$ cat src/rtl/dhd_pkg.sv
// ----------------------------------------------------------------------------
// dhd_pkg
// Shared types and constants for the detection head decoder.
// ----------------------------------------------------------------------------
`timescale 1ns / 1ps
`default_nettype none

package dhd_pkg;

  localparam int NumClasses = 80;
  localparam int BoxCount   = 4;
  localparam int PosW       = 7;
  localparam int ValueW     = 24;
  localparam int ScoreW     = 23;
  localparam int ClassW     = 8;
  localparam int OutW       = 20;
  localparam int ThrW       = 13;
  localparam int PadW       = 10;
  localparam int InvW       = 16;
  localparam int MaskW      = 80;
  localparam int CfgIdxW    = 3;
  localparam int CfgDataW   = 64;
  localparam int QueueDepth = 4;

  localparam logic [PosW-1:0] PosMax = '1;

  typedef enum logic [CfgIdxW-1:0] {
    RegScoreThreshold = 3'd0,
    RegAllowEvery     = 3'd1,
    RegAllowedLow     = 3'd2,
    RegAllowedHigh    = 3'd3,
    RegPadLeft        = 3'd4,
    RegPadTop         = 3'd5,
    RegInverseScale   = 3'd6
  } cfg_idx_e;

  typedef struct packed {
    logic [ThrW-1:0]  score_threshold;
    logic             allow_every_class;
    logic [MaskW-1:0] allowed_classes;
    logic [PadW-1:0]  pad_left;
    logic [PadW-1:0]  pad_top;
    logic [InvW-1:0]  inverse_scale;
  } cfg_t;

  // One accepted detection, handed from front to back
  typedef struct packed {
    logic signed [ValueW-1:0] cx;
    logic signed [ValueW-1:0] cy;
    logic signed [ValueW-1:0] w;
    logic signed [ValueW-1:0] h;
    logic [ScoreW-1:0]        score;
    logic signed [ClassW-1:0] cls;
  } det_t;

endpackage

`default_nettype wire

$ cat src/rtl/dhd_queue.sv
// ----------------------------------------------------------------------------
// dhd_queue
// Short FIFO of accepted detections between front and back.
// ----------------------------------------------------------------------------
`timescale 1ns / 1ps
`default_nettype none

module dhd_queue (
  input  wire logic          clk_i,
  input  wire logic          rst_ni,
  input  wire logic          push_i,
  input  wire dhd_pkg::det_t det_i,
  output logic               full_o,
  output logic               valid_o,
  input  wire logic          pop_i,
  output dhd_pkg::det_t      det_o
);
  import dhd_pkg::*;

  localparam int PtrW = $clog2(QueueDepth);
  localparam int CntW = $clog2(QueueDepth + 1);

  det_t            mem_q [QueueDepth];
  logic [PtrW-1:0] wr_q, wr_d, rd_q, rd_d;
  logic [CntW-1:0] cnt_q, cnt_d;

  assign full_o  = cnt_q == CntW'(QueueDepth);
  assign valid_o = cnt_q != '0;
  assign det_o   = mem_q[rd_q];

  always_comb begin
    wr_d  = push_i ? wr_q + 1'b1 : wr_q;
    rd_d  = pop_i ? rd_q + 1'b1 : rd_q;
    cnt_d = cnt_q + CntW'(push_i) - CntW'(pop_i);
  end

  always_ff @(posedge clk_i or negedge rst_ni) begin
    if (!rst_ni) begin
      wr_q  <= '0;
      rd_q  <= '0;
      cnt_q <= '0;
    end else begin
      wr_q  <= wr_d;
      rd_q  <= rd_d;
      cnt_q <= cnt_d;
    end
  end

  always_ff @(posedge clk_i) begin
    if (push_i) begin
      mem_q[wr_q] <= det_i;
    end
  end

  a_no_overflow: assert property (@(posedge clk_i) disable iff (!rst_ni)
    push_i |-> !full_o) else $error("push into full queue");

  a_no_underflow: assert property (@(posedge clk_i) disable iff (!rst_ni)
    pop_i |-> valid_o) else $error("pop from empty queue");

  a_count_range: assert property (@(posedge clk_i) disable iff (!rst_ni)
    cnt_q <= CntW'(QueueDepth)) else $error("queue count out of range");

  a_ptr_track: assert property (@(posedge clk_i) disable iff (!rst_ni)
    (cnt_q == '0 || full_o) |-> wr_q == rd_q) else $error("queue pointers diverged");

endmodule

`default_nettype wire

$ cat config.mk
export PLATFORM = sky130hd
export DESIGN_NAME = dhd_queue
export DESIGN_NICKNAME = d
export VERILOG_FILES = /design/src/rtl/dhd_pkg.sv /design/src/rtl/dhd_queue.sv
export SDC_FILE = /design/constraint.sdc
export NUM_CORES = 1
export LEC_CHECK = 0
export ABC_AREA = 0
export BUFFER_PORTS_ARGS = -buffer_cell sky130_fd_sc_hd__buf_2
export CORE_ASPECT_RATIO = 1.2
export CORE_MARGIN = 4
export CORE_UTILIZATION = 57
export DETAILED_ROUTE_END_ITERATION = 6
export PLACE_DENSITY_LB_ADDON = 0.15
export SLEW_MARGIN = 5
export SYNTH_ARGS = -nofsm -noshare
export SYNTH_HDL_FRONTEND = slang
export SYNTH_SLANG_ARGS = --single-unit
$ cat constraint.sdc
create_clock -name clk_i -period 5 [get_ports clk_i]
set_input_delay 0.25 -clock clk_i [delete_from_list [all_inputs] [get_ports clk_i]]
set_output_delay 0.25 -clock clk_i [all_outputs]
set_load 0.01 [all_outputs]
# Word-level counts from Yosys, hierarchy flattened

Memories as Yosys holds them, arrays and structs flattened.
Index checks and enable logic that the tools add are counted.

Bits in registers: 7
Bits in latches: 0
RAM bits: 508
Bits in read-only memories: 0
Input bits: 131
Output and inout port bits: 129
Logic and storage cells: 12
Memories kept: 1

$add $sub $neg: 4
Multipliers: 0
Divide/modulo/power cells: 0
$lt $le $gt $ge: 0
Eq/ne operators: 1
Shift-type cells: 0
Multiplexer cells: 2
Bitwise logic cells: 0
Reductions and logical operators: 1

Memories:

| memory | words | width | rd ports | clocked after Yosys merged registers in | write ports | line            | source |
|---|---|---|---|---|---|---|---|
| mem_q  | 4     | 127   | 1        | 0                                       | 1           | dhd_queue.sv:23 | `det_t mem_q [QueueDepth];` |

Operator list:

| operator                                    | count |
|---|---|
| adder 2 x 1 -> 2 bit, second input constant | 2 |
| adder 3 x 1 -> 3 bit                        | 1 |
| equality test 3 bit, second input constant  | 1 |
| nonzero test 3 bit                          | 1 |
| subtractor 3 x 1 -> 3 bit                   | 1 |
| two-way mux 1 bit                           | 2 |

# Longest topological paths before layout

Gate-level depths: netlist (run 1).

Depth after elaboration: 2
Gate-level depth with buffers: 7
Depth with buffers taken out: 7

# Worst setup path after synthesis (run 1)

No wires, ideal clock.

Kind: register to register
Start: register wr_q[0]
End: memory mem_q[0][0] in the netlist's numbering, enable pin
Library setup time: 0.501 ns
Arrival time: 3.536 ns
Data required time: 4.499 ns
Slack: 0.963 ns
Stages on the path, launching flop included: 4
Path buffers: 0
Path through: dfrtp_1 > inv_1 > ha_1 > and2_1

RTL lines:

| element                | line            | source |
|---|---|---|
| start, declared        | dhd_queue.sv:24 | `logic [PtrW-1:0] wr_q, wr_d, rd_q, rd_d;` |
| start signal, assigned | dhd_queue.sv:43 | `wr_q <= wr_d;` |
| end, declared          | dhd_queue.sv:23 |  |

No word-level cell before the write port.

==> results.toml, run 1 <==
[status]
run_status = "finished, final reports clean"

[yosys]
yosysWarnings = 0
syn_area_um2 = 18700
seq_area_frac_synth = 0.824
yosys.area.top_type_share = 0.815
synth_xor_area_frac = 0.00234
synth_compound_area_frac = 0.000267
synth.distinct_cells = 17
yosys.area_share.simple = 0.00241
synth_top_area_cell = "edfxtp_1"
avgSynthCellArea_um2 = 26.9
muxShareOfSynthArea = 0.153
synth_cells = 697
ys_ff_latch = 515
synth_top_family_by_area = "multiplexers"
synth_area_leaders = "edfxtp_1, mux4_2, dfrtp_1"
yosys.area_share.adder = 0.00508
syn_nets = 835

[global_route]
grt_pass1_vias = 9430
overflow = 0
antenna_found_initial = 2
grt_pass1_wl_um = 54400
grt_max_degree = 112
grt_usage = 0.198

[critical_path]
required_ns = 4.75
critPathCaptureType = "primary output"
critPathMaxFanout = 34
worstPathArrival_ns = 2.72
cp-start-kind = "register"
path_class = "register to primary output"

[routing]
num_vias = 8760
routed_wl_um = 35000
viasPerCell = 5.62
drc_errors = 0
first_pass_iters = 7
routedWlPerCell_um = 22.5
ant_nets = 0
drtIter0Drc = 665

[clock_tree]
path_clk_slew_ns = 0.06
clock_insertion_delay_worst_skew_ns = 0.55
cts_tree = "yes"
clockBufferDepth = 3
cts_sinks = 515
h-tree-depth = 2
cts_root_buf = "clkbuf_16"
cts_buffers = 48
ctsResizeCount = 0

[sta]
finalMaxSlewViolations = 0
min_period_ns = 2.97
setup_viol = 0
finalClockSkew_ns = 0.0199
grt_setup_unrepaired = "no"
period_share = 0.593
fmax_mhz = 337
maxSlewHeadroom = 0.351
worstMarginPinSlew_ns = 0.973
hold_ws_ns = 0.0837
hold_viol = 0
fin_tns_setup_ns = 0

[layout]
area_growth_pct = 23.9
layout_common_cells = "edfxtp_1, buf_2, dlygate4sd3_1, mux4_2, clkbuf_16"
fin_nets = 1253
layout_commonest_cell = "edfxtp_1"
drive_gt1_frac = 0.406

[pwr]
power_mw = 12.9
leakage_nw = 8.01
peakVddDrop_v = 0.000418
p_per_area_nw_per_um2 = 558

[place]
io_buffers = 259
gp_congestion = 0.726
hpwlAfterDp_um = 19800

[hold_path]
hold_class = "primary input to asynchronous set/reset pin"

[floorplan]
io-pin-count = 260
dieArea_um2 = 35800
core_area_um2 = 32300
rows = 72
die_h_um = 207
initial_utilization = 0.579
die_x_um = 173

[job]
cap_viol_max_count = 0
-- flip-flops by register name (all words and copies together), names as in the netlist --
register  cells
cnt_q         3
mem_q       508
rd_q          2
wr_q          2
-- synthesized netlist by cell type (all sizes together) --
cell	count
edfxtp	508
mux4	127
buf	27
dfrtp	7
ha	6
inv	6
and2	4
xnor2	3
nand2	2
xor2	2
and3	1
clkbuf	1
fa	1
o21ai	1
or3	1
-- critical path, stage by stage (launching register included) --
cell and delay (ns):
dfrtp_4 0.72, buf_4 0.64, mux4_2 0.61, buf_2 0.16
-- stage by stage --
step	instance area (um^2)	worst slack [ns]	cells	utilization
floorplan	18700	0.963	697	-
global placement	20500	2.55	1342	0.632
detailed placement	20500	2.53	1342	0.632
CTS	23200	1.93	1557	0.717
global route	23200	1.80	1559	0.717
finish	23200	2.03	1559	0.717
-- cell type report --
cell class	count	area, um^2
tap	407	509
fill	1876	9140
clock buffer	60	1300
antenna	2	5.00
sequential	515	15400
clock inverter	25	146
multi-input combinational	148	3060
timing repair buffer	396	2730
inverter	6	22.5
-- metal layers --
layer / part of all wire / global-route usage / vias to the layer above
li1: - / - / 3860
met1: 0.41 / 0.272 / 4561
met2: 0.50 / 0.324 / 279
met3: 0.062 / 0.0477 / 60
met4: 0.028 / 0.0627 / 0
met5: 0 / 0 / -
-- path summary, 6_finish.rpt --
path,start,cells after the start,slack (ns),endpoint
worst min-delay path,rst_ni,2,0.08,cnt_q[0]$_DFF_PN0_
worst min register to register,wr_q[0]$_DFFE_PN0P_,1,0.54,wr_q[0]$_DFFE_PN0P_
worst max register to register,wr_q[1]$_DFFE_PN0P_,4,2.69,mem_q[1][79]$_DFFE_PP_
max in group asynchronous,rst_ni,2,4.73,rd_q[1]$_DFFE_PN0P_
worst max-delay path,rd_q[0]$_DFFE_PN0P_,3,2.03,det_o[38]
min in group clk_i,det_i[119],2,0.44,mem_q[0][119]$_DFFE_PP_
-- repair_timing --
item                      4_1_cts  5_1_grt
hold buffers                  130        0
buffers inserted                0        0
hold endpoints to repair      518        0
-- cell families after synthesis --
| group | Yosys count |
|---|---|
| AO/OA/AOI/OAI | 1 |
| XOR/XNOR | 5 |
| adder cells (fa/ha/maj) | 7 |
| buffers and inverters | 34 |
| flip-flops | 515 |
| multiplexers | 127 |
| AND/OR/NAND/NOR | 8 |
-- where the power goes --
group	switching [mW]	leakage [nW]	total, mW	internal [mW]
sequential	0.312	4.75	5.96	5.65
clock	1.46	0.710	3.34	1.88
combinational	1.93	2.56	3.65	1.72
total	3.69	8.01	12.9	9.25
Note: power is estimated with default switching activity, not from simulation.
==> inputs of run 2 (changes only) <==
--- a/config.mk
+++ b/config.mk
@@ -5,11 +5,11 @@
 export SDC_FILE = /design/constraint.sdc
 export NUM_CORES = 1
 export LEC_CHECK = 0
-export ABC_AREA = 0
+export ABC_AREA = 1
 export BUFFER_PORTS_ARGS = -buffer_cell sky130_fd_sc_hd__buf_2
 export CORE_ASPECT_RATIO = 1.2
 export CORE_MARGIN = 4
-export CORE_UTILIZATION = 57
+export CORE_UTILIZATION = 58
 export DETAILED_ROUTE_END_ITERATION = 6
 export PLACE_DENSITY_LB_ADDON = 0.15
 export SLEW_MARGIN = 5
==> constraint.sdc (replaced) <==
create_clock -name clk_i -period 3.01 [get_ports clk_i]
set_input_delay 0.1505 -clock clk_i [delete_from_list [all_inputs] [get_ports clk_i]]
set_output_delay 0.1505 -clock clk_i [all_outputs]
set_load 0.01 [all_outputs]
==> results.toml, run 2 <==
[global_route]
grt_pass1_wl_um = 74900
grt_usage = 0.234
overflow = 0
grt_max_degree = 132
grt_pass1_vias = 14700
antenna_found_initial = 3

[layout]
largest_register_ffs = 508
multiInputGateArea_um2 = 3840
largestRegisters = "mem_q (508), cnt_q (3)"
layout_commonest_cell = "nand2_1"
largest-register = "mem_q"
utilization = 0.715
fillers = 2603
fin_nets = 2553
stdcell_count = 2935
layout_common_cells = "nand2_1, inv_1, edfxtp_1, buf_2, nand3_1"
layout.area.seq_um2 = 15400
area_growth_pct = 21.7
drive_gt1_frac = 0.144

[job]
cap_viol_max_count = 0

[floorplan]
die_h_um = 220
core_area_um2 = 36900
rows = 77
io-pin-count = 260
dieArea_um2 = 40500
die_x_um = 184
initial_utilization = 0.587

[yosys]
synth_common_cells = "nand2_1, inv_1, edfxtp_1"
avgSynthCellArea_um2 = 10.6
yosys.area.top_type_share = 0.704
synth_area_leaders = "edfxtp_1, nand2_1, inv_1"
synthMostInstantiatedCell = "nand2_1"
async_reset_ff_frac = 0.0136
seq_area_frac_synth = 0.712
yosysWarnings = 0
synth_edf_count = 508
synth.distinct_cells = 16
synth_top_area_cell = "edfxtp_1"
syn_nets = 2175
syn_area_um2 = 21700
ys_ff_latch = 515
synth_cells = 2037
synthFlopType = "edfxtp_1"

[critical_path]
critPathMaxStageDelay_ns = 0.71
required_ns = 2.86
path_cells = "inv_4 > buf_4 > nand3_1 > nand2_1 > buf_2"
path_class = "register to primary output"
critPathCaptureType = "primary output"
worstPathArrival_ns = 2.49
cp-start-kind = "register"
r2r_cells = 5
crit_slowest_cell = "buf_4"
critPathMaxFanout = 72

[clock_tree]
ctsResizeCount = 0
cts_root_buf = "clkbuf_16"
path_clk_slew_ns = 0.06
clockBufferDepth = 3
cts_buffers = 50
h-tree-depth = 2
clock_insertion_delay_worst_skew_ns = 0.56
cts_sinks = 515
cts_tree = "yes"

[place]
gp_congestion = 0.792
io_buffers = 259
placedCellCount = 2706
hpwlAfterDp_um = 26600

[pwr]
leakage_nw = 12.2
p_per_area_nw_per_um2 = 927
peakVddDrop_v = 0.000765

[sta]
min_period_ns = 2.64
worstMarginPinSlew_ns = 0.946
hold_viol = 0
hold_ws_ns = 0.338
period_share = 0.877
maxSlewHeadroom = 0.369
grt_setup_unrepaired = "no"
fmax_mhz = 379
finalClockSkew_ns = 0.00853
fin_tns_setup_ns = 0
finalMaxSlewViolations = 0
setup_viol = 0

[routing]
viasPerCell = 4.96
first_pass_iters = 5
num_vias = 14600
routedWlPerCell_um = 16.0
drtIter0Drc = 1046
routed_wl_um = 46900
drc_errors = 0
ant_nets = 0

[status]
run_status = "finished, final reports clean"

[hold_path]
holdPathStages = 2
hold_class = "primary input to register"
[run 2: worst paths after layout]
kind	to	slack [ns]	startpoint
worst min-delay path	mem_q[2][82]$_DFFE_PP_	0.34	det_i[82]
max in group asynchronous	rd_q[0]$_DFFE_PN0P_	2.12	rst_ni
min in group asynchronous	cnt_q[0]$_DFF_PN0_	0.58	rst_ni
worst max-delay path	det_o[75]	0.37	rd_q[1]$_DFFE_PN0P_
worst min register to register	cnt_q[2]$_DFF_PN0_	0.51	cnt_q[1]$_DFF_PN0_
worst max register to register	mem_q[0][97]$_DFFE_PP_	1.21	wr_q[0]$_DFFE_PN0P_
[run 2: routing by layer]
metal | part of all wire | up-vias | GRT usage
met3 | 0.066 | 100 | 0.0411
met2 | 0.51 | 501 | 0.402
met1 | 0.40 | 6840 | 0.303
met5 | 0 | - | 0
met4 | 0.028 | 0 | 0.0796
li1 | - | 7114 | -
[run 2: final cells by class]
class / count / area share
Antenna cell: 4 / 0.000380
Clock buffer: 72 / 0.0534
Clock inverter: 22 / 0.00664
Inverter: 522 / 0.0753
Multi-Input combinational cell: 914 / 0.146
Sequential cell: 515 / 0.585
Tap cell: 474 / 0.0225
Timing Repair Buffer: 412 / 0.111
[run 2: stage by stage]
step / total power [mW] / area, um^2 / setup slack, ns
floorplan: 15.3 / 21700 / 0.0182
global placement: 18.4 / 23500 / 1.01
detailed placement: 18.5 / 23500 / 0.965
CTS: 24.7 / 26400 / 0.354
global route: 26.0 / 26400 / 0.214
finish: 24.5 / 26400 / 0.371
[run 2: timing repair]
item,4_1_cts,5_1_grt
hold buffers,131,0
setup buffers,0,0
endpoints found under the hold margin,520,0
[run 2: cells by family (layout without fill, tap and decap cells)]
family          after synthesis  count (layout)  synth area share
simple gates                903             903             0.171
buf+inv                     608            1028             0.111
fa+ha+maj                     7               7           0.00439
flops                       515             515             0.712
other cells                   0               4                 0
compound gates                1               1          0.000231
xor+xnor                      3               3           0.00121
[run 2: worst max-delay path, delay by kind of cell, from the launching register on]
kind,cells,cell delay (ns)
and+or+nand+nor,2,0.28
buffers and inverters,3,0.95
DFF,1,0.64
[run 2: power breakdown]
group | switching (mW) | leakage (nW) | internal (mW)
Clock | 2.52 | 0.763 | 3.50
Combinational | 5.90 | 6.74 | 2.80
Sequential | 0.363 | 4.75 | 9.38
Total | 8.78 | 12.2 | 15.7
