==> src/rtl/dhd_pkg.sv <==
// ----------------------------------------------------------------------------
// dhd_pkg
// Shared types and constants for the detection head decoder.
// ----------------------------------------------------------------------------
`timescale 1ns / 1ps
`default_nettype none

package dhd_pkg;

  localparam int NumClasses = 80;
  localparam int BoxCount   = 4;
  localparam int PosW       = 7;
  localparam int ValueW     = 24;
  localparam int ScoreW     = 23;
  localparam int ClassW     = 8;
  localparam int OutW       = 20;
  localparam int ThrW       = 13;
  localparam int PadW       = 10;
  localparam int InvW       = 16;
  localparam int MaskW      = 80;
  localparam int CfgIdxW    = 3;
  localparam int CfgDataW   = 64;
  localparam int QueueDepth = 4;

  localparam logic [PosW-1:0] PosMax = '1;

  typedef enum logic [CfgIdxW-1:0] {
    RegScoreThreshold = 3'd0,
    RegAllowEvery     = 3'd1,
    RegAllowedLow     = 3'd2,
    RegAllowedHigh    = 3'd3,
    RegPadLeft        = 3'd4,
    RegPadTop         = 3'd5,
    RegInverseScale   = 3'd6
  } cfg_idx_e;

  typedef struct packed {
    logic [ThrW-1:0]  score_threshold;
    logic             allow_every_class;
    logic [MaskW-1:0] allowed_classes;
    logic [PadW-1:0]  pad_left;
    logic [PadW-1:0]  pad_top;
    logic [InvW-1:0]  inverse_scale;
  } cfg_t;

  // One accepted detection, handed from front to back
  typedef struct packed {
    logic signed [ValueW-1:0] cx;
    logic signed [ValueW-1:0] cy;
    logic signed [ValueW-1:0] w;
    logic signed [ValueW-1:0] h;
    logic [ScoreW-1:0]        score;
    logic signed [ClassW-1:0] cls;
  } det_t;

endpackage

`default_nettype wire

==> src/rtl/dhd_back.sv <==
// ----------------------------------------------------------------------------
// dhd_back
// Letterbox undo: pad offset, reciprocal-scale multiply, round and saturate,
// with an output register that holds a result while the consumer stalls.
// ----------------------------------------------------------------------------
`timescale 1ns / 1ps
`default_nettype none

module dhd_back (
  input  wire logic          clk_i,
  input  wire logic          rst_ni,
  input  wire dhd_pkg::cfg_t cfg_i,
  input  wire logic          q_valid_i,
  input  wire dhd_pkg::det_t q_det_i,
  output logic               q_pop_o,
  output logic               out_valid_o,
  input  wire logic          out_stall_i,
  output logic signed [dhd_pkg::OutW-1:0]   box_left_o,
  output logic signed [dhd_pkg::OutW-1:0]   box_top_o,
  output logic signed [dhd_pkg::OutW-1:0]   box_width_o,
  output logic signed [dhd_pkg::OutW-1:0]   box_height_o,
  output logic [dhd_pkg::ScoreW-1:0]        confidence_o,
  output logic signed [dhd_pkg::ClassW-1:0] class_index_o
);
  import dhd_pkg::*;

  localparam int DiffW   = ValueW + 3;
  localparam int MulPosW = DiffW + InvW + 1;
  localparam int MulSzW  = ValueW + InvW + 1;
  localparam int SumW    = MulPosW + 1;
  localparam logic signed [SumW-1:0] HalfPos = SumW'(1) <<< 20;
  localparam logic signed [SumW-1:0] HalfSz  = SumW'(1) <<< 19;
  localparam logic signed [SumW-1:0] OutMax  = SumW'((1 << (OutW - 1)) - 1);
  localparam logic signed [SumW-1:0] OutMin  = -(SumW'(1) <<< (OutW - 1));

  function automatic logic signed [OutW-1:0] sat_out(input logic signed [SumW-1:0] r);
    logic signed [OutW-1:0] res;
    if (r > OutMax) begin
      res = OutMax[OutW-1:0];
    end else if (r < OutMin) begin
      res = OutMin[OutW-1:0];
    end else begin
      res = r[OutW-1:0];
    end
    return res;
  endfunction

  logic                     s1_v_q, s2_v_q, out_v_q;
  logic                     s1_rdy, s2_rdy, out_rdy;
  logic signed [DiffW-1:0]  dx_q, dy_q, dx_d, dy_d;
  logic signed [ValueW-1:0] w_q, h_q;
  logic [ScoreW-1:0]        sc1_q, sc2_q, sc3_q;
  logic signed [ClassW-1:0] cl1_q, cl2_q, cl3_q;

  logic signed [InvW:0]      inv_s;
  logic signed [MulPosW-1:0] pl_d, pt_d, pl_q, pt_q;
  logic signed [MulSzW-1:0]  pw_d, ph_d, pw_q, ph_q;
  logic signed [SumW-1:0]    rl, rt, rw, rh;
  logic signed [OutW-1:0]    left_q, top_q, width_q, height_q;

  assign out_rdy = !out_v_q || !out_stall_i;
  assign s2_rdy  = !s2_v_q || out_rdy;
  assign s1_rdy  = !s1_v_q || s2_rdy;
  assign q_pop_o = q_valid_i && s1_rdy;

  // 2*centre - size - 2*pad, all in Q12
  assign dx_d = (DiffW'(q_det_i.cx) <<< 1) - DiffW'(q_det_i.w)
              - DiffW'({cfg_i.pad_left, 13'b0});
  assign dy_d = (DiffW'(q_det_i.cy) <<< 1) - DiffW'(q_det_i.h)
              - DiffW'({cfg_i.pad_top, 13'b0});

  assign inv_s = $signed({1'b0, cfg_i.inverse_scale});
  assign pl_d  = dx_q * inv_s;
  assign pt_d  = dy_q * inv_s;
  assign pw_d  = w_q * inv_s;
  assign ph_d  = h_q * inv_s;

  // round half up, then floor
  assign rl = (SumW'(pl_q) + HalfPos) >>> 21;
  assign rt = (SumW'(pt_q) + HalfPos) >>> 21;
  assign rw = (SumW'(pw_q) + HalfSz) >>> 20;
  assign rh = (SumW'(ph_q) + HalfSz) >>> 20;

  always_ff @(posedge clk_i or negedge rst_ni) begin
    if (!rst_ni) begin
      s1_v_q  <= 1'b0;
      s2_v_q  <= 1'b0;
      out_v_q <= 1'b0;
    end else begin
      if (s1_rdy) begin
        s1_v_q <= q_valid_i;
      end
      if (s2_rdy) begin
        s2_v_q <= s1_v_q;
      end
      if (out_rdy) begin
        out_v_q <= s2_v_q;
      end
    end
  end

  always_ff @(posedge clk_i) begin
    if (q_pop_o) begin
      dx_q  <= dx_d;
      dy_q  <= dy_d;
      w_q   <= q_det_i.w;
      h_q   <= q_det_i.h;
      sc1_q <= q_det_i.score;
      cl1_q <= q_det_i.cls;
    end
    if (s1_v_q && s2_rdy) begin
      pl_q  <= pl_d;
      pt_q  <= pt_d;
      pw_q  <= pw_d;
      ph_q  <= ph_d;
      sc2_q <= sc1_q;
      cl2_q <= cl1_q;
    end
    if (s2_v_q && out_rdy) begin
      left_q   <= sat_out(rl);
      top_q    <= sat_out(rt);
      width_q  <= sat_out(rw);
      height_q <= sat_out(rh);
      sc3_q    <= sc2_q;
      cl3_q    <= cl2_q;
    end
  end

  assign out_valid_o   = out_v_q;
  assign box_left_o    = left_q;
  assign box_top_o     = top_q;
  assign box_width_o   = width_q;
  assign box_height_o  = height_q;
  assign confidence_o  = sc3_q;
  assign class_index_o = cl3_q;

endmodule

`default_nettype wire

==> config.mk <==
export PLATFORM = sky130hd
export DESIGN_NAME = dhd_back
export DESIGN_NICKNAME = d
export VERILOG_FILES = /design/src/rtl/dhd_pkg.sv /design/src/rtl/dhd_back.sv
export SDC_FILE = /design/constraint.sdc
export NUM_CORES = 2
export LEC_CHECK = 0
export BUFFER_PORTS_ARGS = -buffer_cell sky130_fd_sc_hd__buf_4
export CAP_MARGIN = 20
export CORE_ASPECT_RATIO = 0.9
export CORE_UTILIZATION = 59
export CTS_BUF_LIST = sky130_fd_sc_hd__clkbuf_8
export DETAILED_ROUTE_END_ITERATION = 10
export PLACE_DENSITY = 0.8
export REMOVE_ABC_BUFFERS = 1
export SLEW_MARGIN = 20
export SYNTH_ARGS = -nofsm -noshare
export SYNTH_HDL_FRONTEND = slang
export SYNTH_SLANG_ARGS = --single-unit
==> constraint.sdc <==
create_clock -name clk_i -period 8.4 [get_ports clk_i]
set_clock_uncertainty 0.05 [all_clocks]
set_input_delay 0 -clock clk_i [delete_from_list [all_inputs] [get_ports clk_i]]
set_output_delay 0 -clock clk_i [all_outputs]
set_load 0.05 [all_outputs]
### Yosys cells after proc, flatten, opt, wreduce, memory -nomap -nowiden

Index checks and enable logic that the tools add are counted.

* multipliers: 4
* mux-type cells: 4
* reduce and logical (&&, ||, !) cells: 10
* $lt $le $gt $ge: 8
* $add $sub $neg: 8

Operator list (count)
* 44-bit by 22-bit adder with 45-bit output, second input constant: 2
* 27-bit by 17-bit multiplier with 44-bit output: 2
* 41-bit by 21-bit adder with 42-bit output, second input constant: 2
* 24-bit by 17-bit multiplier with 41-bit output: 2
* 20-bit 2-to-1 mux: 4
* 26-bit by 24-bit subtractor with 27-bit output: 2
* 25-bit by 24-bit subtractor with 26-bit output: 2
* 24-bit by 20-bit > comparator with 1-bit output, second input constant: 2
* 24-bit by 20-bit less-than comparator with 1-bit output, second input constant: 2
* 22-bit by 20-bit > comparator with 1-bit output, second input constant: 2
* 22-bit by 20-bit less-than comparator with 1-bit output, second input constant: 2
* 1-bit zero test: 4
* 1-bit logical AND: 3
* 1-bit logical OR: 3

* flip-flop bits (word level): 448
* input bits: 261
* word-level logic and storage cells: 55

### Depth between registers and ports, before layout

* depth after elaboration: 5
* mapped depth: 27
* mapped depth without buffers: 25

### Least setup slack after synthesis

OpenSTA, ideal clock, no wires.

* kind: register -> register
* start: register out_v_q, in the netlist out_valid_o
* end: register height_q[0], in the netlist box_height_o[0] (enable)
* path slack: -1096 ps
* buffers on the path: 0
* arrival: 8695 ps
* period minus slack after synthesis: 9496 ps
* setup time: 751 ps
* cell stages (with the launch flop): 2
* cell sequence: dfrtp_1 -> a21boi_0

* longest elaborated chain between the ends: 3

RTL lines
* start: declaration: line dhd_back.sv:48 `logic s1_v_q, s2_v_q, out_v_q;`
* start signal: assignment: line dhd_back.sv:97 `out_v_q <= s2_v_q;`
* 1-bit zero test: line dhd_back.sv:61 `assign out_rdy = !out_v_q || !out_stall_i;`
* 1-bit logical OR: line dhd_back.sv:61
* 1-bit logical AND: line dhd_back.sv:119 `if (s2_v_q && out_rdy) begin`
* end signal: assignment: line dhd_back.sv:123 `height_q <= sat_out(rh);`
* end: declaration: line dhd_back.sv:59 `logic signed [OutW-1:0] left_q, top_q, width_q, height_q;`

Every way passes these cells.
A chain may end at the register's enable or synchronous reset.

### Worst setup path in the final report

* start: register dx_q[14]
* end: register pl_q[43] (data pin)

* longest elaborated chain between the ends: 1

RTL lines
* start: declaration: line dhd_back.sv:50 `logic signed [DiffW-1:0] dx_q, dy_q, dx_d, dy_d;`
* start signal: assignment: line dhd_back.sv:104 `dx_q <= dx_d;`
* 27-bit by 17-bit multiplier with 44-bit output: line dhd_back.sv:73 `assign pl_d = dx_q * inv_s;`
* net pl_d[43]: line dhd_back.sv:56 `logic signed [MulPosW-1:0] pl_d, pt_d, pl_q, pt_q;`
* end signal: assignment: line dhd_back.sv:112 `pl_q <= pl_d;`
* end: declaration: line dhd_back.sv:56

The timed path passes the listed nets, and every way through them passes these cells.

==> qor.tcl <==
set qor(fin_worst_hold_slack_ps) 78.01
set qor(cp_max_fo) 16
set qor(clock_sink_count) 370
set qor(postSynthRegisterBits) 370
set qor(worstSetupEndpointType) {flip-flop}
set qor(route.detailed.vias_per_inst) 5.496
set qor(cts-buffers-inserted) 71
set qor(final.min_clock_period_ps) 7512
set qor(tritoncts_clock_tree) {done}
set qor(synthToLayoutAreaGrowth_pct) 10.02
set qor(coreArea_mm2) 0.1217
set qor(critPathMaxStageDelay_ps) 840
set qor(max_freq_mhz) 133.1
set qor(start_util) 0.5991
set qor(synth_area_mm2) 0.07292
set qor(clk_pin_slew_worst_paths_ps) 60
set qor(wirelength_mm) 180.4
set qor(synth_seq_area_share) 0.1522
set qor(synthesis.instances) 7508
set qor(route.antenna.remaining_nets) 0
set qor(cts_hold_repair.buffers) 228
set qor(critical_path.startpoint_type) {flip-flop}
set qor(worstPathArrival_ps) 7970
set qor(routed_wire_length_per_instance_um) 18.97
set qor(status) {completed}
set qor(cpMaxStageDelayCell) {sky130_fd_sc_hd__edfxtp_1}
set qor(cts.repair.resized) 0
set qor(ff_latch_area_mm2) 0.01110
set qor(clk_path_buf_depth) 3
set qor(multiInputGateArea_mm2) 0.05319
set qor(grt_setup_unrepaired) {no}
set qor(slew_headroom) 0.2725
set qor(num-fill-cells) 9258
set qor(slew_of_the_pin_with_the_lowest_slew_margin_ps) 1091
set qor(boundaryPins) 374
set qor(root_buffer) {sky130_fd_sc_hd__clkbuf_8}
set qor(die_h_um) 335.5
set qor(chipWidth_um) 372.6
set qor(row_count) 121
set qor(post_route_cells_drive_above_1_share) 0.06019
set qor(critical_path.most_common_cell) {sky130_fd_sc_hd__fa_1}
set qor(final_core_util) 0.6591
set qor(finalSetupViolations) 0
set qor(async_reset_ff_frac) 0.008108
set qor(fp.dieArea_mm2) 0.1250
set qor(synth_ff_type) {sky130_fd_sc_hd__edfxtp_1}
set qor(timing.critical_path.cells) {nand2_1, fa_1, inv_1, fa_1, fa_1, fa_1, fa_1, inv_1, fa_1, inv_1, ha_1, a21oi_1, inv_1, a2111oi_1, buf_4, o2111ai_1, nand2_1, o21ai_1, o41a_1, a21o_1, a21oi_1, xnor2_1}
set qor(grt_start_max_net_pins) 83
set qor(type_of_the_tightest_min_delay_check) {primary input to flip-flop}
set qor(number_of_levels_in_the_clock_h_tree) 3
set qor(number_of_max_slew_violations_in_the_final_report) 0
set qor(grt_first_pass_wirelength_mm) 295.1
set qor(synthesis.area_per_instance_um2) 9.712
set qor(groute.usage.overall) 0.3045
set qor(port_buffers) 279
set qor(grt_antenna_before_repair) 11
set qor(timing_worst_setup_path_type) {flip-flop to flip-flop}
set qor(cts.repair_timing.setup_buffer_count) 0
set qor(final_hold_viol_count) 0
set qor(synth_warnings) 0
set qor(first_iter_violations) 3970
set qor(count_of_flip_flops_with_a_built_in_enable_after_synthesis) 367
set qor(path_buf_inv) 5
set qor(synthDistinctLibCells) 83
set qor(drt-pass1-iter-count) 7
set qor(vias) 52290
set qor(post-route-period-util) 0.8943
set qor(cell_type_group_with_the_largest_total_delay_on_the_critical_path) {adder cells}
set qor(post-dp-hpwl_mm) 138.1
set qor(drc_errors_left) 0
set qor(worst_skew_pair.late_latency_ps) 780
set qor(first_global_vias) 57610
set qor(global_route.overflow_total) 0
set qor(place_congestion) 0.9486
set qor(drv_cap) 0
set qor(nets) 10220
set qor(worst_ep_required_time_ps) 8860
## per-stage QoR
| stage | instance area [um2] | cells | setup slack [ps] | TNS [ps] |
|---|---|---|---|---|
| after floorplan | 71820 | 7217 | -1096 | -121600 |
| after global placement | 76510 | 9156 | 1111 | 0 |
| after detailed placement | 76510 | 9156 | 981.9 | 0 |
| after CTS | 80200 | 9506 | 943.7 | 0 |
| after global routing | 80220 | 9512 | 563.5 | 0 |
| final | 80220 | 9514 | 888.1 | 0 |
## kinds of logic after synthesis
logic type,Yosys count,synth area share
AO/OA/AOI/OAI,458,0.04070
XOR/XNOR,230,0.02763
adder cells (fa/ha/maj),2096,0.5250
buffers and inverters,2302,0.1186
flip-flops,370,0.1522
multiplexers,3,0.0004118
AND/OR/NAND/NOR,2049,0.1355
## cell usage in the layout (no fill, tap or decap), types with 5 or more instances in the layout
cell / count
sky130_fd_sc_hd__a211o_1: 5
sky130_fd_sc_hd__a211oi_1: 11
sky130_fd_sc_hd__a21o_1: 56
sky130_fd_sc_hd__a21oi_1: 113
sky130_fd_sc_hd__a221oi_1: 9
sky130_fd_sc_hd__a31oi_1: 12
sky130_fd_sc_hd__and2_1: 653
sky130_fd_sc_hd__and3_1: 40
sky130_fd_sc_hd__and4_1: 13
sky130_fd_sc_hd__buf_12: 10
sky130_fd_sc_hd__buf_4: 330
sky130_fd_sc_hd__bufinv_16: 5
sky130_fd_sc_hd__clkbuf_8: 72
sky130_fd_sc_hd__clkinv_1: 10
sky130_fd_sc_hd__clkinv_2: 9
sky130_fd_sc_hd__diode_2: 7
sky130_fd_sc_hd__dlygate4sd3_1: 228
sky130_fd_sc_hd__edfxtp_1: 367
sky130_fd_sc_hd__fa_1: 1606
sky130_fd_sc_hd__ha_1: 490
sky130_fd_sc_hd__inv_1: 2023
sky130_fd_sc_hd__nand2_1: 1056
sky130_fd_sc_hd__nand2b_1: 17
sky130_fd_sc_hd__nand3_1: 58
sky130_fd_sc_hd__nand4_1: 23
sky130_fd_sc_hd__nor2_1: 104
sky130_fd_sc_hd__nor2b_1: 19
sky130_fd_sc_hd__nor3_1: 30
sky130_fd_sc_hd__nor4_1: 5
sky130_fd_sc_hd__o2111ai_1: 10
sky130_fd_sc_hd__o211ai_1: 5
sky130_fd_sc_hd__o21a_1: 23
sky130_fd_sc_hd__o21ai_0: 113
sky130_fd_sc_hd__o21ai_1: 14
sky130_fd_sc_hd__o21ai_2: 11
sky130_fd_sc_hd__o21bai_1: 13
sky130_fd_sc_hd__or3_1: 9
sky130_fd_sc_hd__xnor2_1: 152
sky130_fd_sc_hd__xor2_1: 78
## flip-flops by register name, summed over array words and instances (netlist names), 23 cells and up
register,count
dy_q,27
pl_q,24
dx_q,27
pt_q,24
confidence_o,23
sc1_q,23
h_q,24
sc2_q,23
w_q,24
## per-layer routing
metal	track usage	up-vias	wire length, um
met4	0.1290	8	8199
met5	0	-	47
met2	0.4846	2389	84410
li1	-	22770	-
met3	0.07912	476	18460
met1	0.3957	26650	69330
## final timing paths
kind	start	to	slack [ps]	cells past startpoint
setup / recovery	dx_q[14]	pl_q[43]	890	22
hold / removal	out_stall_i	s2_v_q	80	4
setup reg to reg	dx_q[14]	pl_q[43]	890	22
hold reg to reg	sc1_q[10]	sc2_q[10]	370	0
max in group asynchronous	rst_ni	s2_v_q	8030	3
min in group asynchronous	rst_ni	out_valid_o	120	3
## final cells by class
class                   instances  area share
clock buffers                  72     0.01235
repair buffers                569     0.06189
well taps                    1599     0.02494
multi-input cells            4836      0.6630
diodes                          7   0.0002183
flip-flops and latches        370      0.1383
clock inverters                50    0.005162
inverters                    2011     0.09409
## cell usage after synthesis (11+ instances only)
cell | instances | area [um2]
sky130_fd_sc_hd__edfxtp_1 | 367 | 11020
sky130_fd_sc_hd__o21a_1 | 23 | 172.7
sky130_fd_sc_hd__nand2_1 | 1056 | 3964
sky130_fd_sc_hd__inv_1 | 2011 | 7548
sky130_fd_sc_hd__and4_1 | 13 | 113.9
sky130_fd_sc_hd__fa_1 | 1606 | 32150
sky130_fd_sc_hd__xnor2_1 | 152 | 1331
sky130_fd_sc_hd__clkbuf_1 | 289 | 1085
sky130_fd_sc_hd__and2_1 | 655 | 4098
sky130_fd_sc_hd__nand3_1 | 58 | 290.3
sky130_fd_sc_hd__a211oi_1 | 11 | 82.58
sky130_fd_sc_hd__nor2b_1 | 19 | 118.9
sky130_fd_sc_hd__a21oi_1 | 114 | 570.6
sky130_fd_sc_hd__and3_1 | 40 | 250.2
sky130_fd_sc_hd__o21ai_0 | 113 | 565.5
sky130_fd_sc_hd__nor3_1 | 30 | 150.1
sky130_fd_sc_hd__nor2_1 | 104 | 390.4
sky130_fd_sc_hd__a21o_1 | 56 | 420.4
sky130_fd_sc_hd__o21bai_1 | 13 | 97.59
sky130_fd_sc_hd__nand4_1 | 23 | 143.9
sky130_fd_sc_hd__nand2b_1 | 17 | 106.4
sky130_fd_sc_hd__ha_1 | 490 | 6131
sky130_fd_sc_hd__o21ai_2 | 11 | 96.34
sky130_fd_sc_hd__a31oi_1 | 12 | 75.07
sky130_fd_sc_hd__o21ai_1 | 14 | 70.07
sky130_fd_sc_hd__xor2_1 | 78 | 683.2
## worst min-delay path, delay by kind of cell
family                 cells  cell delay [ps]
and+or+nand+nor            2              170
buffers and inverters      2              650
Power is not shown: default switching activity piles up to over one toggle a cycle in this logic, so the estimate is an artifact.
