[config.mk]
export PLATFORM = sky130hd
export DESIGN_NAME = dhd_front
export DESIGN_NICKNAME = d
export VERILOG_FILES = /design/src/rtl/dhd_pkg.sv /design/src/rtl/dhd_front.sv
export SDC_FILE = /design/constraint.sdc
export NUM_CORES = 1
export LEC_CHECK = 0
export BUFFER_PORTS_ARGS = -buffer_cell sky130_fd_sc_hd__buf_2
export CAP_MARGIN = 40
export CELL_PAD_IN_SITES_DETAIL_PLACEMENT = 0
export CELL_PAD_IN_SITES_GLOBAL_PLACEMENT = 1
export CORE_MARGIN = 2
export CORE_UTILIZATION = 39
export CTS_CLUSTER_DIAMETER = 120
export DETAILED_ROUTE_END_ITERATION = 8
export PLACE_DENSITY = 0.83
export SYNTH_ARGS = -nofsm -noshare
export SYNTH_HDL_FRONTEND = slang
export SYNTH_SLANG_ARGS = --single-unit
[constraint.sdc]
create_clock -name clk_i -period 5.4 [get_ports clk_i]
set_input_delay 0.27 -clock clk_i [delete_from_list [all_inputs] [get_ports clk_i]]
set_output_delay 0.27 -clock clk_i [all_outputs]
set_load 0.005 [all_outputs]
[src/rtl/dhd_pkg.sv]
// ----------------------------------------------------------------------------
// dhd_pkg
// Shared types and constants for the detection head decoder.
// ----------------------------------------------------------------------------
`timescale 1ns / 1ps
`default_nettype none

package dhd_pkg;

  localparam int NumClasses = 80;
  localparam int BoxCount   = 4;
  localparam int PosW       = 7;
  localparam int ValueW     = 24;
  localparam int ScoreW     = 23;
  localparam int ClassW     = 8;
  localparam int OutW       = 20;
  localparam int ThrW       = 13;
  localparam int PadW       = 10;
  localparam int InvW       = 16;
  localparam int MaskW      = 80;
  localparam int CfgIdxW    = 3;
  localparam int CfgDataW   = 64;
  localparam int QueueDepth = 4;

  localparam logic [PosW-1:0] PosMax = '1;

  typedef enum logic [CfgIdxW-1:0] {
    RegScoreThreshold = 3'd0,
    RegAllowEvery     = 3'd1,
    RegAllowedLow     = 3'd2,
    RegAllowedHigh    = 3'd3,
    RegPadLeft        = 3'd4,
    RegPadTop         = 3'd5,
    RegInverseScale   = 3'd6
  } cfg_idx_e;

  typedef struct packed {
    logic [ThrW-1:0]  score_threshold;
    logic             allow_every_class;
    logic [MaskW-1:0] allowed_classes;
    logic [PadW-1:0]  pad_left;
    logic [PadW-1:0]  pad_top;
    logic [InvW-1:0]  inverse_scale;
  } cfg_t;

  // One accepted detection, handed from front to back
  typedef struct packed {
    logic signed [ValueW-1:0] cx;
    logic signed [ValueW-1:0] cy;
    logic signed [ValueW-1:0] w;
    logic signed [ValueW-1:0] h;
    logic [ScoreW-1:0]        score;
    logic signed [ClassW-1:0] cls;
  } det_t;

endpackage

`default_nettype wire

[src/rtl/dhd_front.sv]
// ----------------------------------------------------------------------------
// dhd_front
// Per-anchor value intake: stores box values, tracks best class score and
// decides on the last value whether the anchor yields a detection.
// ----------------------------------------------------------------------------
`timescale 1ns / 1ps
`default_nettype none

module dhd_front (
  input  wire logic                              clk_i,
  input  wire logic                              rst_ni,
  input  wire dhd_pkg::cfg_t                     cfg_i,
  input  wire logic                              accept_i,
  input  wire logic signed [dhd_pkg::ValueW-1:0] head_value_i,
  input  wire logic                              anchor_end_i,
  output logic                                   push_o,
  output dhd_pkg::det_t                          det_o
);
  import dhd_pkg::*;

  logic [PosW-1:0]          pos_q, pos_d;
  logic signed [ValueW-1:0] best_score_q, best_score_d, best_score_new;
  logic signed [ClassW-1:0] best_class_q, best_class_d, best_class_new;
  logic signed [ValueW-1:0] box_q [BoxCount];
  logic signed [ValueW-1:0] box_new [BoxCount];

  logic                     is_box, is_score, take;
  logic signed [ClassW-1:0] class_cur;
  logic                     score_ok, class_ok;

  assign is_box    = pos_q < PosW'(BoxCount);
  assign is_score  = !is_box && (pos_q < PosW'(BoxCount + NumClasses));
  assign class_cur = ClassW'(pos_q) - ClassW'(BoxCount);
  assign take      = is_score && (head_value_i > best_score_q);

  always_comb begin
    for (int i = 0; i < BoxCount; i++) begin
      box_new[i] = box_q[i];
    end
    if (is_box) begin
      box_new[pos_q[1:0]] = head_value_i;
    end
    best_score_new = take ? head_value_i : best_score_q;
    best_class_new = take ? class_cur : best_class_q;
  end

  // best score never goes negative, so an unsigned compare is exact
  assign score_ok = best_score_new >= ValueW'(cfg_i.score_threshold);
  assign class_ok = cfg_i.allow_every_class ||
                    (!best_class_new[ClassW-1] &&
                     cfg_i.allowed_classes[best_class_new[PosW-1:0]]);

  assign push_o = accept_i && anchor_end_i && score_ok && class_ok;

  assign det_o.cx    = box_new[0];
  assign det_o.cy    = box_new[1];
  assign det_o.w     = box_new[2];
  assign det_o.h     = box_new[3];
  assign det_o.score = best_score_new[ScoreW-1:0];
  assign det_o.cls   = best_class_new;

  always_comb begin
    pos_d        = pos_q;
    best_score_d = best_score_q;
    best_class_d = best_class_q;
    if (accept_i) begin
      if (anchor_end_i) begin
        pos_d        = '0;
        best_score_d = '0;
        best_class_d = '1;
      end else begin
        pos_d        = (pos_q == PosMax) ? pos_q : pos_q + 1'b1;
        best_score_d = best_score_new;
        best_class_d = best_class_new;
      end
    end
  end

  always_ff @(posedge clk_i or negedge rst_ni) begin
    if (!rst_ni) begin
      pos_q        <= '0;
      best_score_q <= '0;
      best_class_q <= '1;
    end else begin
      pos_q        <= pos_d;
      best_score_q <= best_score_d;
      best_class_q <= best_class_d;
    end
  end

  always_ff @(posedge clk_i) begin
    if (accept_i && is_box) begin
      box_q[pos_q[1:0]] <= head_value_i;
    end
  end

endmodule

`default_nettype wire

# Word-level counts from Yosys, hierarchy flattened
# Memory sizes are Yosys's and may differ from the RTL's.
# Cells that the tools add are included.
dict set report word_totals {
  memories 1
  ramBits 96
  register_bits 39
  output_inout_bits 128
}
# name words word_bits rd rd_clocked_by_memory_dff wr line_no
set memory_table {}
lappend memory_table {box_q 4 24 4 0 1 dhd_front.sv:24} ;# logic signed [ValueW-1:0] box_q [BoxCount];
dict set report op_classes {
  n_bitwise 1
  magnitude_cmp 7
  addsub 2
  reduce_logical 12
  n_eq_ne 2
  n_mux 14
}
# cell count
set ops {}
lappend ops {{96-bit bitwise mux} 1}
lappend ops {{96-bit 2-to-1 mux} 1}
lappend ops {{24-bit 2-to-1 mux} 3}
lappend ops {{24-bit demux with 2-bit select} 1}
lappend ops {{24-bit by 13-bit >= comparator with 1-bit output} 1}
lappend ops {{24-bit greater-than comparator} 1}
lappend ops {{8-bit 2-to-1 mux} 2}
lappend ops {{7-bit 2-to-1 mux} 2}
lappend ops {{1-bit logical AND} 8}
lappend ops {{7-bit by 8-bit < comparator with 1-bit output (second input constant)} 1}
lappend ops {{7-bit by 3-bit subtractor with 8-bit output (second input constant)} 1}
lappend ops {{7-bit by 1-bit adder with 7-bit output (second input constant)} 1}
lappend ops {{1-bit binary-select mux with 7-bit select} 1}
lappend ops {{7-bit == test (second input constant)} 1}
lappend ops {{7-bit by 3-bit < comparator with 1-bit output (second input constant)} 1}
lappend ops {{7-bit < comparator (second input constant)} 1}
lappend ops {{3-bit >= comparator (second input constant)} 1}
lappend ops {{3-bit by 1-bit < comparator with 1-bit output (second input constant)} 1}
lappend ops {{1-bit 2-to-1 mux} 3}
lappend ops {{2-bit NOT with 3-bit output} 1}
lappend ops {{1-bit zero test} 2}
lappend ops {{2-bit inequality test (second input constant)} 1}
lappend ops {{2-bit AND reduction} 1}
lappend ops {{1-bit logical OR} 1}

# Logic depth before layout (Yosys ltp)
# Gate-level depths: netlist of the first run.
dict set report depth {
  ltp_word 10
  depth_mapped 24
  mapped_depth_nobuf 21
}

# Worst setup path after synthesis of the first run
# Ideal clock, no wire load.
dict set report synth_path {
  path_type {register -> output}
  start {register best_score_q[23]}
  end {output port push_o}
  stages_incl_launch_ff 24
  arrival_ns 4.448
  path_buffers 3
  setup_slack_ns 0.682
  cell_sequence {dfrtp_1 > inv_1 > ha_1 > nand4_2 > or4_4 > a311oi_4 > nor4_1 > o21ai_2 > buf_6 > buf_2 > inv_1 > clkbuf_1 > o21ai_0 > ha_1 > a21oi_1 > nor2b_1 > o21ai_0 > a21oi_1 > o21ai_0 > a21oi_1 > a2111oi_0 > nor2_1 > o221ai_1 > a41oi_1}
}
# element line_no
set synth_rtl {}
lappend synth_rtl {{start, declared} dhd_front.sv:22} ;# logic signed [ValueW-1:0] best_score_q, best_score_d, best_score_new;
lappend synth_rtl {{start signal, assigned} dhd_front.sv:86} ;# best_score_q <= best_score_d;
lappend synth_rtl {{end, declared} dhd_front.sv:16} ;# output logic push_o,

# Final worst setup path of the first run
dict set report layout_path {
  start {register best_score_q[11]}
  end {output port push_o}
}
dict set report layout_between {
  elab_chain_cells 8
}
# element line_no
set layout_rtl {}
lappend layout_rtl {{24-bit greater-than comparator} dhd_front.sv:34} ;# assign take = is_score && (head_value_i > best_score_q);
lappend layout_rtl {{1-bit logical AND} dhd_front.sv:34}
lappend layout_rtl {{8-bit 2-to-1 mux} dhd_front.sv:44} ;# best_class_new = take ? class_cur : best_class_q;
lappend layout_rtl {{1-bit binary-select mux with 7-bit select} dhd_front.sv:51} ;# cfg_i.allowed_classes[best_class_new[PosW-1:0]]);
lappend layout_rtl {{1-bit 2-to-1 mux (implied by the code)} dhd_front.sv:51}
lappend layout_rtl {{1-bit logical AND} dhd_front.sv:50} ;# (!best_class_new[ClassW-1] &&
lappend layout_rtl {{1-bit logical OR} dhd_front.sv:49} ;# assign class_ok = cfg_i.allow_every_class ||
lappend layout_rtl {{1-bit logical AND (*)} dhd_front.sv:53} ;# assign push_o = accept_i && anchor_end_i && score_ok && class_ok;
# Every way passes the cells marked *; elsewhere a longest branch is shown, timed or not. The select of a mux whose other input is x is not followed.

==> flow_summary.yaml, run 1 <==
sta:
  max_freq_mhz: 199
  setup_tns_ps: 0
  hold_ws_ps: 79.5
  finalWorstSetupSlack_ps: 370
  maxSlewHeadroom_pct: 45.4
  slew_violations: 0
  fin_crit_ps: 5030
  rsz0062_at_grt: "no"
  hold_viol: 0
  worstMarginPinSlew_ps: 796
  timing.final.crit_share_pct: 93.1
  fin_skew_ps: 8.60
  setup-violations-final: 0
power_and_ir_drop:
  pwr_density_cell_mw_per_mm2: 292
  peakVddDrop_v: 0.000133
  power_mw: 2.98
  leakagePower_nw: 4.66
setup_path:
  cp.arrival_ps: 4760
  endpoint: "push_o"
  crit_path_top_delay_cell: "or4_4"
  r2r-end: "best_class_q[0]$_DFFE_PN1P_"
  max_stage_delay_ps: 610
  critical_path_class: "reg -> out"
  end_kind: "primary output"
  path_cells: "inv_1, ha_1, nand4_1, or4_4, a311oi_4, nor4_2, o21ai_2, nor2_1, a21oi_2, ha_1, nand2b_1, a21oi_1, nor2b_1, o21ai_1, a21oi_1, o21ai_0, a21oi_1, a2111oi_2, nor2_2, o221ai_2, a41oi_1, buf_2"
  path_common_cell: "a21oi_1"
  start_kind: "register"
  reg2regPathDepth: 10
  regToRegStartpoint: "best_score_q[11]$_DFFE_PN0P_"
  worstPathMaxFanout: 4
  critPathLaunch: "best_score_q[11]$_DFFE_PN0P_"
  ff2ff_setup_slack_ps: 2040
  cp.required_ps: 5130
floorplanning:
  start_util_pct: 39.5
  dieHeight_um: 147
  die_area_mm2: 0.0215
  top_level_ports: 286
  design.core.area_mm2: 0.0201
  rows: 52
  fp.dieW_um: 147
synthesis:
  ys_ff_latch: 135
  ys.flop_type: "edfxtp_1"
  synth_edf_count: 96
  synth_common_cells: "mux2_2, edfxtp_1, o21ai_0"
  netlist_area_mm2: 0.00795
  yosysMostFrequentCell: "mux2_2"
  yosysSeqAreaShare_pct: 48.7
  postSynthCellCount: 691
  yosysUniqueCellTypes: 58
  synth.avg_cell_area_um2: 11.5
  synthArstFlopShare_pct: 28.9
  yosys.area.top_type: "edfxtp_1"
  ys_warn_count: 0
  synth_nets: 892
  synth_top_area_share_pct: 36.3
  yosys-top-cells-area: "edfxtp_1, mux2_2, dfrtp_1"
global_routing:
  grt_pass1_vias: 6225
  grt_max_degree: 44
  gr-total-overflow: 0
  grt_pass1_wl_um: 34500
  antenna_found_initial: 0
  grt_use_total_pct: 20.6
worst_hold_path:
  hold_class: "in -> reg"
  min-delay-start: "head_value_i[0]"
  min_path_cells: 1
cells_and_area:
  postLayoutCoreUtil_pct: 50.8
  nets: 1147
  insertedDiodeCount: 0
  finalNonFillerCells: 1229
  syn_to_final_growth_pct: 28.4
  drive_gt1_share_pct: 44.4
  design_area_mm2: 0.0102
routing:
  antenna_left: 0
  vias: 6332
  wire_per_inst_um: 18.1
  wirelength_um: 22300
  drt_drc_violations_left: 0
  via_per_inst: 5.15
  drt_iter0_markers: 372
  dr.pass1.iters: 5
place:
  hpwlAfterDp_um: 15700
  gp_congestion: 0.799
  place_ws_ps: 188
  numPortBuffers: 249
  dp.cells: 1193
  place_area_mm2: 0.00952
job:
  drv_cap: 0
clock_tree:
  cts_buffers: 17
  root_buffer: "clkbuf_16"
  worstSkewPairLatency_ps: 420
  h-tree-depth: 4
  clock_sinks: 135
  clk_pin_slew_ps: 60
  clock_path_buffers: 2
  cts_tree: "yes"
outcome:
  outcome: "complete, no violations"
==> where the power goes <==
group | total (mW) | internal [mW] | switching, mW
Sequential | 1.19 | 1.17 | 0.0168
Clock | 1.21 | 0.737 | 0.470
Combinational | 0.591 | 0.268 | 0.323
Total | 2.98 | 2.17 | 0.810
==> worst max-delay path, delay by kind of cell (launching register included) <==
family	cells	cell delay [ps]
buffers and inverters	2	210
AND/OR/NAND/NOR	7	1270
adder cells (fa/ha/maj)	2	560
AO/OA/AOI/OAI	11	1980
flip-flops	1	320
==> sequential cells by signal, summed over array words and instances (netlist names) <==
register,count
pos_q,7
box_q,96
best_score_q,24
best_class_q,8
==> layer usage <==
| layer | track usage, % | part of all wire [%] | vias to the layer above |
|---|---|---|---|
| met5 | 0 | 0 | - |
| met4 | 7.67 | 2.4 | 0 |
| met3 | 3.79 | 5.3 | 34 |
| met2 | 33.3 | 47 | 196 |
| met1 | 27.7 | 45 | 3014 |
| li1 | - | - | 3088 |
==> cells by family after synthesis <==
kind of cell	synth area share (%)
AOI/OAI and AO/OA	10.7
adders and majority gates	6.77
xor gates and xnor gates	0.661
and+or+nand+nor	9.16
buffers and inverters	4.15
DFF	48.7
muxes	19.9
==> timing repair <==
action | CTS | global route
hold buffers | 1 | 0
pin swaps | 1 | 8
hold endpoints to repair | 14 | 0
gates resized for setup | 6 | 8
setup endpoints to repair | 1 | 1
setup buffers | 0 | 3
==> layout by cell type, fill, tap and decap left out, types with 3 or more instances in the layout <==
| master | Yosys | final |
|---|---|---|
| nand2b_1 | 4 | 4 |
| buf_4 | 2 | 15 |
| a21oi_1 | 19 | 18 |
| or3_1 | 3 | 3 |
| o22ai_1 | 4 | 4 |
| nor3_1 | 6 | 6 |
| nor2b_1 | 4 | 3 |
| nand3_1 | 24 | 24 |
| nand4_1 | 5 | 5 |
| edfxtp_1 | 96 | 96 |
| nand2_1 | 56 | 56 |
| bufinv_16 | 0 | 3 |
| ha_1 | 43 | 42 |
| and3_1 | 6 | 6 |
| nor2_1 | 21 | 20 |
| o21ai_0 | 59 | 55 |
| nor4_1 | 5 | 4 |
| o21ai_1 | 3 | 6 |
| inv_1 | 53 | 52 |
| xnor2_1 | 3 | 3 |
| mux2_2 | 102 | 102 |
| xor2_1 | 3 | 3 |
| clkinv_4 | 0 | 3 |
| mux2i_1 | 42 | 42 |
| buf_2 | 3 | 249 |
| and4_1 | 4 | 4 |
| clkbuf_16 | 0 | 17 |
| o21ai_2 | 2 | 3 |
| inv_6 | 0 | 5 |
| and2_1 | 4 | 4 |
| dfstp_2 | 8 | 8 |
| o22a_1 | 4 | 4 |
| a21o_1 | 4 | 4 |
| a41oi_1 | 6 | 6 |
| a22oi_1 | 10 | 10 |
| dfrtp_1 | 31 | 31 |
==> layout make-up <==
cell class              instances  area [um^2]
fillers                      1799         9900
repair buffers                266         1390
multi-input cells             473         3790
clock buffers                  17          425
clock inverters                15          190
well taps                     270          338
inverters                      53          199
flip-flops and latches        135         3870
==> worst min-delay path by stage <==
stage,end,slack (ps)
after global placement,best_score_q[3]$_DFFE_PN0P_,470
final,box_q[3][0]$_DFFE_PP_,80
after detailed placement,best_score_q[5]$_DFFE_PN0P_,230
after floorplan,best_score_q[0]$_DFFE_PN0P_,-30
after global routing,box_q[3][0]$_DFFE_PP_,70
after CTS,box_q[3][0]$_DFFE_PP_,70
No activity file was read; power rests on OpenSTA's default activity.
==> run 2, diff against run 1 <==
--- a/config.mk
+++ b/config.mk
@@ -9,11 +9,11 @@
 export CAP_MARGIN = 40
 export CELL_PAD_IN_SITES_DETAIL_PLACEMENT = 0
 export CELL_PAD_IN_SITES_GLOBAL_PLACEMENT = 1
+export CORE_ASPECT_RATIO = 0.75
 export CORE_MARGIN = 2
 export CORE_UTILIZATION = 39
-export CTS_CLUSTER_DIAMETER = 120
 export DETAILED_ROUTE_END_ITERATION = 8
-export PLACE_DENSITY = 0.83
+export PLACE_DENSITY = 0.87
 export SYNTH_ARGS = -nofsm -noshare
 export SYNTH_HDL_FRONTEND = slang
 export SYNTH_SLANG_ARGS = --single-unit
==> run 2 against run 1 <==
Compared with the run above: die area about the same; total power down 1.1%; worst setup slack worse by 86 ps; cell count down 0.73%; clock skew about the same; final area up 0.16%; first-iteration DRC count up 34%; clock power down 4%; critical path depth down 1.
==> flow_summary.yaml, run 2 (synthesized netlist as in run 1, its figures left out) <==
routing:
  drt_drc_violations_left: 0
  drt_iter0_markers: 500
  wire_per_inst_um: 18.5
  antenna_left: 0
  dr.pass1.iters: 5
  vias: 6413
  via_per_inst: 5.26
  wirelength_um: 22500
power_and_ir_drop:
  peakVddDrop_v: 0.000181
  pwr_density_cell_mw_per_mm2: 289
  leakagePower_nw: 4.67
floorplanning:
  die_area_mm2: 0.0216
  design.core.area_mm2: 0.0201
  rows: 45
  fp.dieW_um: 169
  dieHeight_um: 128
  top_level_ports: 286
  start_util_pct: 39.6
worst_hold_path:
  holdPathEnd: "box_q[1][0]$_DFFE_PP_"
  min_path_cells: 1
  min-delay-start: "head_value_i[0]"
  hold_class: "in -> reg"
outcome:
  outcome: "complete, no violations"
sta:
  setup_tns_ps: 0
  timing.final.crit_share_pct: 94.7
  setup-violations-final: 0
  maxSlewHeadroom_pct: 48.3
  hold_viol: 0
  finalWorstSetupSlack_ps: 285
  max_freq_mhz: 195
  rsz0062_at_grt: "no"
  slew_violations: 0
  worstMarginPinSlew_ps: 776
  hold_ws_ps: 101
  fin_crit_ps: 5120
  fin_skew_ps: 8.34
cells_and_area:
  layout_commonest_cell: "buf_2"
  finalNonFillerCells: 1220
  syn_to_final_growth_pct: 28.6
  postLayoutCoreUtil_pct: 50.8
  layout_common_cells: "buf_2, mux2_2, edfxtp_1, nand2_1, o21ai_0"
  insertedDiodeCount: 0
  largest_register_ffs: 96
  nFillCells: 1860
  drive_gt1_share_pct: 44.9
  nets: 1150
setup_path:
  cp.required_ps: 5130
  max_stage_delay_ps: 610
  crit_buf_inv: 4
  end_kind: "primary output"
  cp.depth: 21
  start_kind: "register"
  critical_path_class: "reg -> out"
  ff2ff_setup_slack_ps: 1860
  path_cells: "inv_1, ha_1, nand4_1, or4_4, a311oi_4, nor4_4, o21ai_2, inv_4, buf_4, nand2_1, o21ai_1, ha_1, o21ai_0, a21oi_1, o21ai_2, a21oi_1, a2111oi_2, nor2_1, o221ai_2, a41oi_1, buf_2"
  reg2regPathDepth: 10
  crit_path_top_delay_cell: "or4_4"
  crit_family: "compound AO/OA/AOI/OAI gates"
  worstPathMaxFanout: 14
  r2r-end: "best_score_q[14]$_DFFE_PN0P_"
  cp.arrival_ps: 4850
  regToRegStartpoint: "best_score_q[19]$_DFFE_PN0P_"
place:
  place_ws_ps: 168
  gp_congestion: 0.796
  numPortBuffers: 249
  dp.cells: 1184
  hpwlAfterDp_um: 15900
clock_tree:
  clock_sinks: 135
  clock_path_buffers: 2
  h-tree-depth: 4
  cts_tree: "yes"
  worstSkewPairLatency_ps: 420
  clk_pin_slew_ps: 60
  cts_buffers: 17
  root_buffer: "clkbuf_16"
global_routing:
  grt_use_total_pct: 20.6
  antenna_found_initial: 0
  grt_pass1_wl_um: 34100
  grt_max_degree: 44
  grt_pass1_vias: 6036
  gr-total-overflow: 0
job:
  drv_cap: 0
==> run 2: worst max path at each step <==
stage,startpoint,to
finish,best_score_q[19]$_DFFE_PN0P_,push_o
CTS,best_score_q[23]$_DFFE_PN0P_,push_o
detailed placement,head_value_i[23],push_o
global placement,head_value_i[23],push_o
global route,best_score_q[17]$_DFFE_PN0P_,push_o
floorplan,best_score_q[23]$_DFFE_PN0P_,push_o
==> run 2: metrics by stage <==
stage / area [um^2] / power (mW)
finish: 10200 / 2.95
global route: 10200 / 3.08
CTS: 10100 / 2.97
detailed placement: 9520 / 1.80
global placement: 9500 / 1.79
floorplan: 7950 / 1.53
==> run 2: power breakdown <==
part	leakage [nW]	switching (mW)	internal, mW
Clock	0.287	0.472	0.691
Sequential	1.39	0.0164	1.17
Combinational	2.99	0.329	0.273
==> run 2: per-layer routing <==
metal  routed length (um)  share of wire [%]  track usage, %
met1                10700                 48            29.2
met2                10300                 46            32.7
met3                 1340                5.9            5.14
met4                  145               0.64            3.40
met5                    0                  0               0
==> run 2: layout make-up <==
class	instances	area, um^2	area share (%)
Sequential cell	135	3870	37.9
Clock buffer	17	425	4.16
Inverter	53	201	1.97
Multi-Input combinational cell	473	3830	37.4
Clock inverter	15	165	1.62
Timing Repair Buffer	269	1410	13.8
Tap cell	258	323	3.16
==> run 2: repair_timing <==
item                                   4_1_cts  5_1_grt
hold buffers                                 1        0
endpoints found under the hold margin       34        0
setup endpoints to repair                    1        1
gates cloned                                 0        0
pin swaps                                    0        9
setup buffers                                0        3
resized for setup                            6       16
